`src/sv/mmd_pkg.sv`:
```
// Shared types, codes and helpers for the matrix multiply dot-product engine.
package mmd_pkg;

    localparam int ELEM_W = 16;
    localparam int PROD_W = 32;
    localparam int SUM_W  = 40;
    localparam int IDX_W  = 4;
    localparam int CFG_W  = 5;
    localparam int SIZE_W = 7;
    localparam int REG_IDX_W = 2;

    typedef enum logic [1:0] {
        MODE_WR_LEFT  = 2'd0,
        MODE_WR_RIGHT = 2'd1,
        MODE_COMPUTE  = 2'd2,
        MODE_NONE     = 2'd3
    } mode_t;

    typedef enum logic [REG_IDX_W-1:0] {
        REG_ROWS  = 2'd0,
        REG_COLS  = 2'd1,
        REG_INNER = 2'd2,
        REG_NONE  = 2'd3
    } reg_idx_t;

    typedef struct packed {
        logic [1:0]              mode;
        logic [IDX_W-1:0]        row_index;
        logic [IDX_W-1:0]        col_index;
        logic signed [ELEM_W-1:0] element;
    } in_item_t;

    typedef struct packed {
        logic signed [SUM_W-1:0] dot_sum;
        logic [IDX_W-1:0]        out_row;
        logic [IDX_W-1:0]        out_col;
        logic                    index_error;
    } out_item_t;

    // Control from the sequencer to the multiply-accumulate unit.
    typedef struct packed {
        logic start;
        logic valid;
        logic last;
    } mac_ctl_t;

    // Saturate a raw size register to 1 .. maxv.
    function automatic logic [SIZE_W-1:0] clamp_size(input logic [CFG_W-1:0] v,
                                                     input int maxv);
        logic [SIZE_W-1:0] res;
        if (v == '0)
            res = SIZE_W'(1);
        else if (int'(v) > maxv)
            res = SIZE_W'(maxv);
        else
            res = SIZE_W'(v);
        return res;
    endfunction

endpackage

```
`src/sv/mmd_mem.sv`:
```
// Element store: one write port, one read port, registered read data.
module mmd_mem
    import mmd_pkg::*;
#(
    parameter int DEPTH = 256,
    parameter int AW    = 8
)
(
    input  logic                     clk,
    input  logic                     we,
    input  logic [AW-1:0]            waddr,
    input  logic signed [ELEM_W-1:0] wdata,
    input  logic [AW-1:0]            raddr,
    output logic signed [ELEM_W-1:0] rdata
);

    logic signed [ELEM_W-1:0] mem [DEPTH];
    logic signed [ELEM_W-1:0] rdata_reg;

    always_ff @(posedge clk)
    begin
        if (we)
        begin
            mem[waddr] <= wdata;
        end
    end

    always_ff @(posedge clk)
    begin
        rdata_reg <= mem[raddr];
    end

    assign rdata = rdata_reg;

endmodule

```
`config.mk`:
```
export PLATFORM = sky130hd
export DESIGN_NAME = mmd_mem
export DESIGN_NICKNAME = d
export VERILOG_FILES = /design/src/sv/mmd_pkg.sv /design/src/sv/mmd_mem.sv
export SDC_FILE = /design/constraint.sdc
export NUM_CORES = 2
export LEC_CHECK = 0
export ABC_AREA = 1
export BUFFER_PORTS_ARGS = -buffer_cell sky130_fd_sc_hd__buf_2
export CORE_UTILIZATION = 40
export CTS_CLUSTER_DIAMETER = 120
export CTS_CLUSTER_SIZE = 12
export DETAILED_ROUTE_END_ITERATION = 7
export SKIP_CTS_REPAIR_TIMING = 1
export SYNTH_ARGS = -nofsm -noshare
export SYNTH_HDL_FRONTEND = slang
export SYNTH_SLANG_ARGS = --single-unit
export TNS_END_PERCENT = 10
```
`constraint.sdc`:
```
create_clock -name clk -period 3.8 [get_ports clk]
set_clock_uncertainty 0.05 [all_clocks]
set_input_delay 0.76 -clock clk [delete_from_list [all_inputs] [get_ports clk]]
set_output_delay 0.76 -clock clk [all_outputs]
set_load 0.01 [all_outputs]
```
==> impl_metrics.xml <==
<?xml version="1.0" encoding="UTF-8"?>
<metrics>
  <group name="yosys">
    <metric name="ys_seq_area_share" unit="%">74.4</metric>
    <metric name="synth_area" unit="µm²">166000</metric>
    <metric name="number_of_distinct_library_cells_after_synthesis" unit="">15</metric>
    <metric name="yosysWarningCount" unit="">0</metric>
    <metric name="synth-seq-cells" unit="">4112</metric>
    <metric name="avgSynthCellArea" unit="µm²">12.2</metric>
    <metric name="syn-instance-count" unit="">13617</metric>
    <metric name="synth_fp_nets" unit="">13651</metric>
  </group>
  <group name="setup_path">
    <metric name="worstSetupPathType" unit="">in -&gt; reg</metric>
    <metric name="crit_family" unit="">simple AND/OR/NAND/NOR gates</metric>
    <metric name="crit_start" unit="">raddr[0]</metric>
    <metric name="cp_data_arrival_time" unit="ns">4.03</metric>
    <metric name="crit_path_frequent_cell" unit="">sky130_fd_sc_hd__nand3_1</metric>
    <metric name="crit_path_cell_trace" unit="">buf_12 &gt; inv_16 &gt; buf_12 &gt; buf_4 &gt; buf_4 &gt; nand2_1 &gt; nand3_1 &gt; nand3_1 &gt; nand3_1 &gt; nand3_1 &gt; nand3_1 &gt; nand3_1 &gt; nand2_1 &gt; nand2_1 &gt; nand2_1</metric>
    <metric name="timing.rr.start" unit="">mem[99][3]</metric>
    <metric name="worst_ep_required_time" unit="ns">4.65</metric>
    <metric name="cp-start-kind" unit="">input port</metric>
    <metric name="critical-path-max-stage-delay" unit="ns">0.60</metric>
    <metric name="crit_path_top_delay_cell" unit="">sky130_fd_sc_hd__nand3_1</metric>
    <metric name="worstPathBufferInverterCount" unit="">5</metric>
    <metric name="timing.critical_path.to_type" unit="">register</metric>
    <metric name="critical_path.max_fanout" unit="">51</metric>
  </group>
  <group name="flow_run">
    <metric name="cap_viol_max_count" unit="">0</metric>
  </group>
  <group name="route">
    <metric name="drc_errors" unit="">0</metric>
    <metric name="dr_total_vias" unit="">109188</metric>
    <metric name="firstDrtPassIters" unit="">6</metric>
    <metric name="vias_per_cell" unit="">5.62</metric>
    <metric name="wl_per_cell" unit="µm">25.9</metric>
    <metric name="wirelength" unit="mm">504</metric>
    <metric name="drt_iter0_markers" unit="">13970</metric>
    <metric name="ant_nets" unit="">0</metric>
  </group>
  <group name="floorplan">
    <metric name="fp.dieW" unit="µm">646</metric>
    <metric name="count_of_standard_cell_rows" unit="">235</metric>
    <metric name="die-area" unit="µm²">417000</metric>
    <metric name="vertical_die_dimension" unit="µm">646</metric>
    <metric name="ios" unit="">50</metric>
    <metric name="initial_core_util" unit="%">40.3</metric>
    <metric name="design.core.area" unit="µm²">411000</metric>
  </group>
  <group name="global_route">
    <metric name="number_of_global_route_vias_before_repair" unit="">101099</metric>
    <metric name="pin_count_of_the_biggest_net_entering_global_routing" unit="">102</metric>
    <metric name="grt_overflow" unit="">0</metric>
    <metric name="grt_antenna_before_repair" unit="">29</metric>
    <metric name="grt_pass1_wl" unit="mm">725</metric>
    <metric name="gr-usage-all-layers" unit="%">23.6</metric>
  </group>
  <group name="finish">
    <metric name="layout.area.seq" unit="µm²">123000</metric>
    <metric name="largest_reg_flops" unit="">4096</metric>
    <metric name="num-fill-cells" unit="">36688</metric>
    <metric name="multiInputGateArea" unit="µm²">37100</metric>
    <metric name="layout-drive-gt1-share" unit="%">8.98</metric>
    <metric name="final_core_utilization" unit="%">45.3</metric>
    <metric name="layout.nets" unit="">13907</metric>
    <metric name="relative_area_change_from_synthesis_to_final_layout" unit="%">12.4</metric>
  </group>
  <group name="cts">
    <metric name="clock_insertion_delay_worst_skew" unit="ns">0.99</metric>
    <metric name="cts_root_buf" unit="">sky130_fd_sc_hd__clkbuf_16</metric>
    <metric name="h-tree-depth" unit="">5</metric>
    <metric name="clkSinkCount" unit="">4112</metric>
    <metric name="clock_slew_seen_by_the_registers_of_the_worst_setup_and_hold_paths" unit="ns">0.06</metric>
    <metric name="cts_made_buffers" unit="">381</metric>
    <metric name="max-clock-path-buffers" unit="">4</metric>
    <metric name="tritoncts" unit="">yes</metric>
  </group>
  <group name="timing">
    <metric name="clock.fmax" unit="GHz">0.315</metric>
    <metric name="worst_slack" unit="ns">0.621</metric>
    <metric name="final-hold-violation-count" unit="">0</metric>
    <metric name="final_period_minus_worst_setup_slack" unit="ns">3.18</metric>
    <metric name="max_slew_margin" unit="%">22.3</metric>
    <metric name="grt_setup_unrepaired" unit="">no</metric>
    <metric name="post-route-period-util" unit="%">83.7</metric>
    <metric name="drv_slew" unit="">0</metric>
    <metric name="setup_viol_count_final" unit="">0</metric>
    <metric name="worstMarginPinSlew" unit="ns">1.16</metric>
  </group>
  <group name="placed_design">
    <metric name="dp.final_hpwl" unit="mm">296</metric>
    <metric name="place_worst_setup_slack" unit="ns">-0.209</metric>
    <metric name="port_buffers" unit="">49</metric>
    <metric name="place.gp.congestion" unit="">0.879</metric>
  </group>
  <group name="min_path">
    <metric name="timing.hold.worst.start" unit="">wdata[4]</metric>
    <metric name="class_of_the_tightest_hold_or_removal_check" unit="">in -&gt; reg</metric>
  </group>
  <group name="power_and_ir_drop">
    <metric name="power.ir.vdd_worst" unit="V">0.000404</metric>
    <metric name="p_per_area" unit="nW/µm²">487</metric>
    <metric name="total_leakage_power" unit="nW">64.7</metric>
  </group>
  <group name="outcome">
    <metric name="status" unit="">finished, final reports clean</metric>
  </group>
</metrics>
-- synth_stat cells --
cell type                  instances  area (µm²)
sky130_fd_sc_hd__nand3_1        4035       20200
sky130_fd_sc_hd__clkbuf_1        154         578
sky130_fd_sc_hd__buf_8             1        15.0
sky130_fd_sc_hd__inv_2             2        7.51
sky130_fd_sc_hd__nand2_1        4211       15800
sky130_fd_sc_hd__inv_1            35         131
sky130_fd_sc_hd__buf_1            70         263
sky130_fd_sc_hd__inv_4             2        12.5
sky130_fd_sc_hd__edfxtp_1       4096      123000
sky130_fd_sc_hd__dfxtp_1          16         320
sky130_fd_sc_hd__buf_2           495        2480
sky130_fd_sc_hd__buf_6            53         597
sky130_fd_sc_hd__buf_4           163        1220
sky130_fd_sc_hd__buf_12            1        20.0
sky130_fd_sc_hd__nor2_1          283        1060
-- report_power, final --
part / internal, mW / total, mW / switching [mW]
logic: 1.62 / 6.33 / 4.70
clock network: 18.1 / 34.4 / 16.2
registers: 50.0 / 50.1 / 0.0923
-- worst paths after layout --
| check | to | slack [ns] | cells past startpoint |
|---|---|---|---|
| hold / removal | mem[104][4] | 0.17 | 1 |
| setup reg to reg | rdata[3] | 1.27 | 10 |
| hold reg to reg | rdata[14] | 0.93 | 10 |
| setup / recovery | rdata[3] | 0.62 | 15 |
-- layout make-up --
cell class | instances | share of cell area (%)
clock inverters | 24 | 0.228
repair buffers | 810 | 4.54
multi-input cells | 8529 | 19.9
well taps | 5451 | 3.66
flip-flops and latches | 4112 | 66.2
clock buffers | 438 | 5.28
diodes | 24 | 0.0322
inverters | 39 | 0.107
-- per-stage QoR --
step	instances	cell area (µm²)	hold WS (ns)	power [mW]	TNS [ns]
CTS	19403	186000	0.146	91.1	0
global placement	18941	176000	0.948	57.3	-1.07
finish	19427	186000	0.173	90.8	0
global route	19419	186000	0.192	93.1	0
detailed placement	18941	176000	0.922	57.3	-0.927
floorplan	13617	166000	0.785	54.1	0
-- cell families (layout without fill, tap and decap cells) --
logic type,Yosys count,after routing,synth area share (%)
buffers and inverters,976,1311,3.21
and+or+nand+nor,8529,8529,22.4
other,0,24,0
DFF,4112,4112,74.4
-- layout by cell type, fill, tap and decap left out, drive strengths merged --
master | synthesis | routed
nand2 | 4211 | 4211
diode | 0 | 24
nor2 | 283 | 283
dfxtp | 16 | 16
buf | 783 | 810
clkinv | 0 | 12
edfxtp | 4096 | 4096
clkbuf | 154 | 438
clkinvlp | 0 | 1
inv | 39 | 50
nand3 | 4035 | 4035
-- routing by layer --
layer  global-route usage [%]  vias up  wire, µm
met5                        0        -       333
met4                     9.42       14     21600
met3                     3.84      849     46300
met2                     36.3     5181    229000
met1                     33.3    54255    207000
li1                         -    48889         -
(Power assumes the default switching activity.)
