File: src/sv/mmd_pkg.sv
// Shared types, codes and helpers for the matrix multiply dot-product engine.
package mmd_pkg;

    localparam int ELEM_W = 16;
    localparam int PROD_W = 32;
    localparam int SUM_W  = 40;
    localparam int IDX_W  = 4;
    localparam int CFG_W  = 5;
    localparam int SIZE_W = 7;
    localparam int REG_IDX_W = 2;

    typedef enum logic [1:0] {
        MODE_WR_LEFT  = 2'd0,
        MODE_WR_RIGHT = 2'd1,
        MODE_COMPUTE  = 2'd2,
        MODE_NONE     = 2'd3
    } mode_t;

    typedef enum logic [REG_IDX_W-1:0] {
        REG_ROWS  = 2'd0,
        REG_COLS  = 2'd1,
        REG_INNER = 2'd2,
        REG_NONE  = 2'd3
    } reg_idx_t;

    typedef struct packed {
        logic [1:0]              mode;
        logic [IDX_W-1:0]        row_index;
        logic [IDX_W-1:0]        col_index;
        logic signed [ELEM_W-1:0] element;
    } in_item_t;

    typedef struct packed {
        logic signed [SUM_W-1:0] dot_sum;
        logic [IDX_W-1:0]        out_row;
        logic [IDX_W-1:0]        out_col;
        logic                    index_error;
    } out_item_t;

    // Control from the sequencer to the multiply-accumulate unit.
    typedef struct packed {
        logic start;
        logic valid;
        logic last;
    } mac_ctl_t;

    // Saturate a raw size register to 1 .. maxv.
    function automatic logic [SIZE_W-1:0] clamp_size(input logic [CFG_W-1:0] v,
                                                     input int maxv);
        logic [SIZE_W-1:0] res;
        if (v == '0)
            res = SIZE_W'(1);
        else if (int'(v) > maxv)
            res = SIZE_W'(maxv);
        else
            res = SIZE_W'(v);
        return res;
    endfunction

endpackage

File: src/sv/mmd_mac.sv
// Multiply-accumulate unit: registered product, then 40-bit accumulator.
module mmd_mac
    import mmd_pkg::*;
(
    input  logic                     clk,
    input  logic                     rst_n,
    input  mac_ctl_t                 ctl,
    input  logic signed [ELEM_W-1:0] a,
    input  logic signed [ELEM_W-1:0] b,
    output logic signed [SUM_W-1:0]  acc,
    output logic                     done
);

    logic signed [PROD_W-1:0] prod_reg;
    logic                     prod_valid_reg;
    logic                     prod_last_reg;
    logic signed [SUM_W-1:0]  acc_reg;
    logic signed [SUM_W-1:0]  acc_next;
    logic                     done_reg;

    always_ff @(posedge clk or negedge rst_n)
    begin
        if (!rst_n)
        begin
            prod_valid_reg <= 1'b0;
            prod_last_reg  <= 1'b0;
            done_reg       <= 1'b0;
        end
        else
        begin
            prod_valid_reg <= ctl.valid;
            prod_last_reg  <= ctl.valid && ctl.last;
            done_reg       <= prod_valid_reg && prod_last_reg;
        end
    end

    always_ff @(posedge clk)
    begin
        prod_reg <= a * b;
    end

    assign acc_next = acc_reg + {{(SUM_W-PROD_W){prod_reg[PROD_W-1]}}, prod_reg};

    always_ff @(posedge clk)
    begin
        if (ctl.start)
        begin
            acc_reg <= '0;
        end
        else if (prod_valid_reg)
        begin
            acc_reg <= acc_next;
        end
    end

    assign acc  = acc_reg;
    assign done = done_reg;

endmodule

File: config.mk
export PLATFORM = sky130hd
export DESIGN_NAME = mmd_mac
export DESIGN_NICKNAME = d
export VERILOG_FILES = /design/src/sv/mmd_pkg.sv /design/src/sv/mmd_mac.sv
export SDC_FILE = /design/constraint.sdc
export NUM_CORES = 1
export LEC_CHECK = 0
export ABC_CLOCK_PERIOD_IN_PS = 4250
export BUFFER_PORTS_ARGS = -buffer_cell sky130_fd_sc_hd__buf_2
export CAP_MARGIN = 15
export CORE_ASPECT_RATIO = 0.6
export CORE_MARGIN = 4
export CORE_UTILIZATION = 55
export DETAILED_ROUTE_END_ITERATION = 7
export PLACE_DENSITY_LB_ADDON = 0.2
export SYNTH_ARGS = -nofsm -noshare
export SYNTH_HDL_FRONTEND = slang
export SYNTH_SLANG_ARGS = --single-unit
File: constraint.sdc
create_clock -name clk -period 4.25 [get_ports clk]
set_clock_uncertainty 0.1 [all_clocks]
set_input_delay 0.6375 -clock clk [delete_from_list [all_inputs] [get_ports clk]]
set_output_delay 0.6375 -clock clk [all_outputs]
set_load 0.005 [all_outputs]
==> results of run 1 <==
[repair_timing]
| item | 4_1_cts | 5_1_grt |
|---|---|---|
| setup endpoints to repair | 25 | 25 |
| resized for setup | 122 | 77 |
| buffers inserted | 14 | 9 |
| pin swaps | 51 | 54 |
| endpoints found under the hold margin | 3 | 0 |
| hold buffers | 1 | 0 |
[area by class of cell]
| cell class | count | area [µm²] | share of cell area |
|---|---|---|---|
| Sequential cell | 75 | 1520 | 0.0887 |
| Multi-Input combinational cell | 1092 | 11600 | 0.680 |
| Timing Repair Buffer | 256 | 2070 | 0.121 |
| Tap cell | 322 | 403 | 0.0235 |
| Clock inverter | 5 | 108 | 0.00629 |
| Clock buffer | 11 | 253 | 0.0148 |
| Inverter | 299 | 1120 | 0.0657 |
[routing by layer]
layer | vias to the layer above | track usage
met2 | 290 | 0.399
met3 | 25 | 0.0499
met4 | 0 | 0.0238
met5 | - | 0
li1 | 5163 | -
met1 | 5477 | 0.382
[how the worst min path moves through the flow]
stage,startpoint,end,slack [ps],cells after the start
after floorplan,rst_n,done$_DFF_PN0_,240,0
after global placement,rst_n,done$_DFF_PN0_,330,1
after detailed placement,rst_n,prod_last_reg$_DFF_PN0_,340,1
after CTS,ctl[1],prod_valid_reg$_DFF_PN0_,310,1
after global routing,ctl[1],prod_valid_reg$_DFF_PN0_,320,1
final,ctl[1],prod_valid_reg$_DFF_PN0_,320,1
[through the flow]
step	TNS (ps)	cell area, µm²	instances	setup WS [ps]
after CTS	-27380	16800	2053	-1600
after detailed placement	-37990	15900	2023	-2160
after global routing	-31780	17100	2060	-1810
after global placement	-37060	15900	2023	-2050
final	-28340	17100	2060	-1630
after floorplan	-24300	14200	1509	-1750
[synth_stat cells, drive strengths merged (2+ instances only)]
| master | n |
|---|---|
| o21bai | 12 |
| nand3 | 6 |
| o22ai | 4 |
| xnor2 | 45 |
| buf | 2 |
| o31ai | 2 |
| inv | 298 |
| nand2 | 144 |
| a21oi | 66 |
| a311oi | 3 |
| nor3 | 8 |
| dfxtp | 72 |
| o21a | 8 |
| a21o | 37 |
| ha | 121 |
| nor2 | 68 |
| nor2b | 8 |
| nand4 | 7 |
| fa | 263 |
| nand2b | 8 |
| a2111oi | 4 |
| o211ai | 7 |
| nor4b | 2 |
| a31oi | 12 |
| clkbuf | 41 |
| a221o | 2 |
| a211o | 2 |
| and4 | 2 |
| xor2 | 23 |
| and3 | 11 |
| o21ai | 36 |
| mux2i | 23 |
| dfrtp | 3 |
| o31a | 2 |
| a211oi | 7 |
| and2 | 131 |
| or3 | 3 |
[cell families after synthesis]
| kind of cell | after synthesis | share of synthesized area |
|---|---|---|
| adders and majority gates | 384 | 0.490 |
| xor gates and xnor gates | 68 | 0.0430 |
| and+or+nand+nor | 405 | 0.146 |
| buffers and inverters | 342 | 0.0929 |
| muxes | 23 | 0.0166 |
| DFF | 75 | 0.110 |
| AOI/OAI and AO/OA | 212 | 0.102 |
==> metrics.cfg, run 1 <==
[worst_hold_path]
hp-class=input pin to flop

[floorplanning]
core-area_um2=24400
start_util=0.566
rows=44
dieWidth_um=213
io_pins=78
die_h_um=131
dieArea_um2=27800

[yosys]
synthCells=1509
mappedNetlistArea_um2=13800
synth_flop_cell=dfxtp_1
syn-num-nets=1930
syn_area_per_cell_um2=9.17
synth_cell_types=62
synthArstFlopShare=0.0400
yosysWarnings=0
synth-seq-cells=75
synth_edf_count=0
synth_area_leaders=fa_1, ha_1, dfxtp_1
yosysSeqAreaShare=0.110
synthDominantCellAreaShare=0.381
yosysTopAreaCell=fa_1

[timing]
worstMarginPinSlew_ps=1030
min_period_ps=5880
fin_ws_ps=-1630
clock.fmax_ghz=0.170
finalHoldViolCount=0
setup_viol=24
hold_ws_ps=318
slew_headroom=0.316
fin_crit_sh=1.38
final_max_slew_viol_count=0
rsz0062_at_grt=yes

[detailed_routing]
wl_met3_mm=2.24
m1WireLength_mm=16.0
firstDrtPassIters=5
drcViolationCount=0
wirelength_mm=34.1
antenna_left=0
met2WireLength_mm=15.7
vias=11000
topRoutingLayerUsed=met4
routed_via_density=5.32
wl_per_cell_um=16.6
drt_iter0_markers=648

[layout]
final_common_cell=inv_1
largest_reg_flops=40
final_cell_mix=inv_1, fa_1, buf_4
fillers=1890
fin_util=0.700
finish.net_count=2154
antenna_cells=0
drive_gt1_frac=0.242
layout-area-overhead-vs-synth_pct=23.7

[grt]
overflow=0
grt_use_total=0.254
grt_pass1_wl_mm=56.8
grt_max_degree=42
antenna_found_initial=0
grt_pass1_vias=11400

[worst_setup_path]
r2r_cells=13
regToRegStartpoint=acc[0]$_SDFFE_PP0P_
crit_slowest_cell=fa_1
cp_top_family=adder cells
cp_common_cell=fa_1
crit_required_ps=4380
critPathMaxStageDelay_ps=520
crit_chain=buf_12, and2_4, fa_1, inv_1, fa_1, fa_1, inv_2, fa_1, fa_1, inv_1, fa_1, inv_2, ha_4, a21o_1, a21o_1, a21o_1, a311o_1, a21oi_2, o21ai_2, a211o_1, a21o_1, xor2_1
crit_start=a[13]
cp.arrival_ps=6010
r2r-end=acc[20]$_SDFFE_PP0P_
critPathKind=input pin to flop
cp.depth=22
r2r_slack_ps=850
cp-endpoint=prod_reg[30]$_DFF_P_
worstSetupEndpointType=flop
cp_num_buf_inv=5
cp-start-kind=input pin
crit_fanout=5

[run]
cap_violations=0

[clock_tree]
cts_made_buffers=9
clkLatencyLatePin_ps=340
clock-sinks=75
clockBufferDepth=2
cts-root-buf=clkbuf_16
htree_levels=3
cts_tree=built
clkSlewWorstSetupHoldPaths_ps=60

[placement]
gp_congestion=0.923
dp_hpwl_mm=28.6
port_buffers=77

[status]
status=complete, but fails checks
violations=setup timing

Power of run 1 is left out: the tool's default activity adds up to more than one toggle a clock period on the data nets, which glitch-free logic cannot reach.
==> run 2: changes to the inputs <==
Settings changed: CORE_UTILIZATION 55 to 40.
==> run 2 against run 1 <==
  * The run still ends with setup timing left
  * Final area increased by 0.53%
  * Non-clock buffer count increased by 4
  * Global-route usage down 6.9 points
  * Final cell count is 6.8% higher
  * Critical path depth stayed put
  * Critical endpoint is now prod_reg[17]$_DFF_P_
==> metrics.cfg, run 2 (same netlist as run 1, synthesis figures left out) <==
[worst_hold_path]
min_to=prod_valid_reg$_DFF_PN0_
hp-class=input pin to flop
hold_start=ctl[1]
hold-path-cell-count=1  ; unchanged

[layout]
antenna_cells=0  ; unchanged
layout-area-overhead-vs-synth_pct=24.4
design_area_um2=17200  ; +0.53%
instances_no_fill=2201  ; +6.8%
drive_gt1_frac=0.235  ; -0.00687
final_common_cell=inv_1
final_cell_mix=inv_1, fa_1, buf_4
largest_reg_flops=40  ; unchanged
finish.net_count=2158  ; +0.19%

[status]
status=complete, but fails checks
violations=setup timing

[timing]
min_period_ps=5850  ; -30.7 ps
final_max_slew_viol_count=0  ; unchanged
setup_viol=24  ; unchanged
worstMarginPinSlew_ps=1050  ; +26.5 ps
hold_ws_ps=307  ; -11.4 ps
clock.fmax_ghz=0.171  ; +0.52%
rsz0062_at_grt=yes
fin_crit_sh=1.38  ; -0.00721
fin_ws_ps=-1600  ; +30.7 ps
slew_headroom=0.298  ; -0.0177
setup_tns_ps=-28930  ; -587 ps
finalHoldViolCount=0  ; unchanged

[worst_setup_path]
worstSetupEndpointType=flop
cp.arrival_ps=5970  ; -40 ps
crit_fanout=5  ; unchanged
r2r_cells=13  ; unchanged
r2r_slack_ps=960  ; +110 ps
r2r-end=acc[20]$_SDFFE_PP0P_
critPathKind=input pin to flop
regToRegStartpoint=acc[0]$_SDFFE_PP0P_
crit_required_ps=4380  ; about the same
cp-start-kind=input pin
crit_start=a[6]

[detailed_routing]
wl_per_cell_um=15.2  ; -8.1%
drcViolationCount=0  ; unchanged
antenna_left=0  ; unchanged
vias=10800  ; -1.7%
drt_iter0_markers=470  ; -27%
routed_via_density=4.89  ; -8.0%
firstDrtPassIters=4  ; -1
wirelength_mm=33.5  ; -1.9%

[run]
cap_violations=0  ; unchanged

[grt]
grt_pass1_wl_mm=56.8  ; about the same
antenna_found_initial=0  ; unchanged
grt_pass1_vias=11100  ; -2.3%
grt_use_total=0.185  ; -0.0690
grt_max_degree=42  ; unchanged
overflow=0  ; unchanged

[floorplanning]
core-area_um2=33900  ; +39%
dieArea_um2=37700  ; +36%
die_h_um=152  ; +16%
dieWidth_um=248  ; +17%
io_pins=78  ; unchanged
start_util=0.408  ; -0.158
rows=52  ; +18%

[placement]
port_buffers=77  ; unchanged
gp_congestion=0.848  ; -8.2%
dpl_cell_area_um2=16200  ; +1.5%
placed_cells=2161  ; +6.8%
dp_hpwl_mm=29.4  ; +2.7%

[clock_tree]
htree_levels=3  ; unchanged
clkLatencyLatePin_ps=340  ; about the same
cts_made_buffers=9  ; unchanged
clockBufferDepth=2  ; unchanged
cts-root-buf=clkbuf_16
clock-sinks=75  ; unchanged
clkSlewWorstSetupHoldPaths_ps=60  ; about the same
cts_tree=built

-- run 2: timing repair --
action	in CTS	in global routing
buffers inserted	16	12
endpoints found under the setup margin	25	25
gates resized for setup	105	56
endpoints found under the hold margin	3	0
hold buffers	1	0
pin swaps	78	61
-- run 2: routing by layer --
layer  vias up  track usage  share of wire
met5         -            0              0
met2       171        0.271           0.43
li1       5177            -              -
met1      5402        0.294           0.52
met4         0       0.0189         0.0055
met3        15       0.0308          0.047
-- run 2: worst max-delay path, cell delays in order --
cell and delay (ps):
buf_12 110, buf_6 110, buf_12 120, and2_4 130, fa_1 540, inv_1 50, fa_2 540, fa_2 460
fa_1 560, inv_2 40, fa_1 460, fa_1 550, ha_4 220, o21a_1 210, o211ai_1 230, o22ai_2 130
buf_6 150, a21o_1 150, a21o_1 180, a21oi_2 130, o21bai_1 110, xnor2_1 140
-- run 2: how the worst max path moves through the flow --
stage,end,depth (start not counted)
after floorplan,prod_reg[30]$_DFF_P_,20
after global placement,prod_reg[31]$_DFF_P_,22
after detailed placement,prod_reg[31]$_DFF_P_,22
after CTS,prod_reg[17]$_DFF_P_,22
after global routing,prod_reg[31]$_DFF_P_,21
final,prod_reg[17]$_DFF_P_,22
-- run 2: area by class of cell --
type                       instances  area, µm²
multi-input combinational       1092      11600
timing repair buffer             260       2090
fill                            3205      16700
tap                              459        574
inverter                         299       1120
clock buffer                      12        256
clock inverter                     4       72.6
sequential                        75       1520
-- run 2: per-stage QoR --
stage / worst slack [ps] / utilization
3_5_place_dp: -2160 / 0.477
4_1_cts: -1710 / 0.501
2_1_floorplan: -1750 / -
3_3_place_gp: -2110 / 0.477
5_1_grt: -1790 / 0.508
6_report: -1600 / 0.508
Power of run 2 is left out for the same reason.
==> run 3: changes to the inputs <==
Settings changed: ABC_CLOCK_PERIOD_IN_PS 4250 to 6900.
Clock period 4.25 ns to 6.9 ns, I/O delays scaled along.
==> run 3 against run 2 <==
  * The run now ends clean
  * Die area did not move
  * Utilization fell by 4.7 points
  * Largest cell class unchanged
  * Hold slack improved by 56 ps
==> metrics.cfg, run 3 (same netlist as run 1, synthesis figures left out) <==
[timing]
finalHoldViolCount=0  ; unchanged
worstMarginPinSlew_ps=1080  ; +31.3 ps
clock.fmax_ghz=0.152
hold_ws_ps=363  ; +55.9 ps
slew_headroom=0.277  ; -0.0209
fin_ws_ps=319  ; +1920 ps
setup_viol=0  ; -100%
fin_crit_sh=0.954
final_max_slew_viol_count=0  ; unchanged
rsz0062_at_grt=no
min_period_ps=6580
setup_tns_ps=0  ; +28930 ps

[detailed_routing]
routed_via_density=4.94  ; +0.93%
vias=10400  ; -3.5%
wirelength_mm=33.4  ; -0.41%
antenna_left=0  ; unchanged
drt_iter0_markers=678  ; +44%
firstDrtPassIters=5  ; +1
wl_per_cell_um=15.9  ; +4.1%
drcViolationCount=0  ; unchanged

[grt]
grt_max_degree=42  ; unchanged
overflow=0  ; unchanged
grt_pass1_vias=10600  ; -4.2%
antenna_found_initial=0  ; unchanged
grt_pass1_wl_mm=56.3  ; -0.84%
grt_use_total=0.185  ; +0.000803

[layout]
regArea_um2=1520  ; unchanged
finish.net_count=2062  ; -4.4%
multi_input_area_um2=11000  ; -4.6%
largest_reg_flops=40  ; unchanged
design_area_um2=15600  ; -9.3%
final_common_cell=inv_1
drive_gt1_frac=0.118  ; -0.117
fillers=3339  ; +4.2%
layout-area-overhead-vs-synth_pct=12.8
antenna_cells=0  ; unchanged
final_cell_mix=inv_1, fa_1, nand2_1

[clock_tree]
clock-sinks=75  ; unchanged
cts-root-buf=clkbuf_16
clockBufferDepth=2  ; unchanged
clkSlewWorstSetupHoldPaths_ps=70  ; about the same
cts_made_buffers=9  ; unchanged
cts_hold_buf=0  ; -1
htree_levels=3  ; unchanged
cts_tree=built
post_cts_buffers=0  ; -16
clkLatencyLatePin_ps=350  ; about the same

[placement]
pre_cts_slack_ps=-93.1  ; +2060 ps
gp_congestion=0.841  ; -0.81%
port_buffers=77  ; unchanged
dpl_cell_area_um2=15300  ; -5.3%
dp_hpwl_mm=29.2  ; -0.53%

[floorplanning]
core-area_um2=33900  ; unchanged
dieArea_um2=37700  ; unchanged
io_pins=78  ; unchanged
die_h_um=152  ; unchanged
rows=52  ; unchanged
start_util=0.408  ; unchanged
dieWidth_um=248  ; unchanged

[worst_setup_path]
critPathKind=input pin to flop
cp_num_buf_inv=5  ; -1
cp.arrival_ps=6720  ; +750 ps
cp.depth=22  ; unchanged
regToRegStartpoint=acc[15]$_SDFFE_PP0P_
cp_top_family=adder cells
crit_required_ps=7040  ; +2660 ps
cp-start-kind=input pin
worstSetupEndpointType=flop
r2r_cells=10  ; -3
critPathMaxStageDelay_ps=510  ; -50 ps
r2r-end=acc[39]$_SDFFE_PP0P_
crit_slowest_cell=fa_1
r2r_slack_ps=3600  ; +2640 ps
cp_common_cell=fa_1
crit_fanout=6  ; +1
crit_chain=buf_2, nand2_1, buf_4, fa_1, fa_1, fa_1, inv_1, fa_1, fa_1, inv_1, fa_1, inv_1, ha_1, a21o_1, a21o_1, a21o_1, a311o_1, a21oi_1, o21ai_0, a211o_1, a21o_1, xor2_1

[status]
status=completed

[worst_hold_path]
hp-class=input pin to asynchronous set/reset pin

[run]
cap_violations=0  ; unchanged

-- run 3: cell count changes in the layout (fill, tap and decap cells not counted), moves of 21 or more --
cell    before  now
and2_1     110  131
buf_4      153   86
and2_4      21    0
buf_2       52   77
buf_6       42    0
-- run 3: per-stage QoR --
step                utilization  std cells
floorplan                     -       1509
global placement          0.451       2089
detailed placement        0.451       2089
CTS                       0.460       2105
global route              0.460       2105
finish                    0.460       2105
-- run 3: worst max-delay path by stage --
stage | from | endpoint | slack [ps]
after global routing | b[7] | prod_reg[31]$_DFF_P_ | 60
after floorplan | a[15] | prod_reg[31]$_DFF_P_ | 170
after detailed placement | a[15] | prod_reg[30]$_DFF_P_ | -90
final | a[15] | prod_reg[30]$_DFF_P_ | 320
after CTS | a[15] | prod_reg[30]$_DFF_P_ | 280
after global placement | a[15] | prod_reg[30]$_DFF_P_ | -20
-- run 3: final cells by class --
cell class / instances / share of cell area
inverters: 299 / 0.0719
well taps: 459 / 0.0368
flip-flops and latches: 75 / 0.0973
clock inverters: 7 / 0.00481
multi-input cells: 1092 / 0.707
clock buffers: 9 / 0.0144
repair buffers: 164 / 0.0674
-- run 3: worst register-to-register path, cell delays in order, from the launching register on --
cell and delay (ps):
dfxtp_1 340, ha_1 430, nand4_1 200, or3_1 400, o221a_2 310, a211oi_4 390
a41oi_2 220, mux2i_1 160, nor4_1 400, xor2_1 180, nor2_1 50
-- run 3: metal layers --
| metal | GRT usage | routed length, µm |
|---|---|---|
| met1 | 0.300 | 17300 |
| met2 | 0.265 | 14300 |
| met3 | 0.0333 | 1440 |
| met4 | 0.0214 | 301 |
| met5 | 0 | 0 |
-- run 3: timing repair --
action                                  in CTS  in global routing
hold endpoints to repair                     0                  0
gates resized for setup                      0                  2
endpoints found under the setup margin       0                  1
Power of run 3 is left out for the same reason.
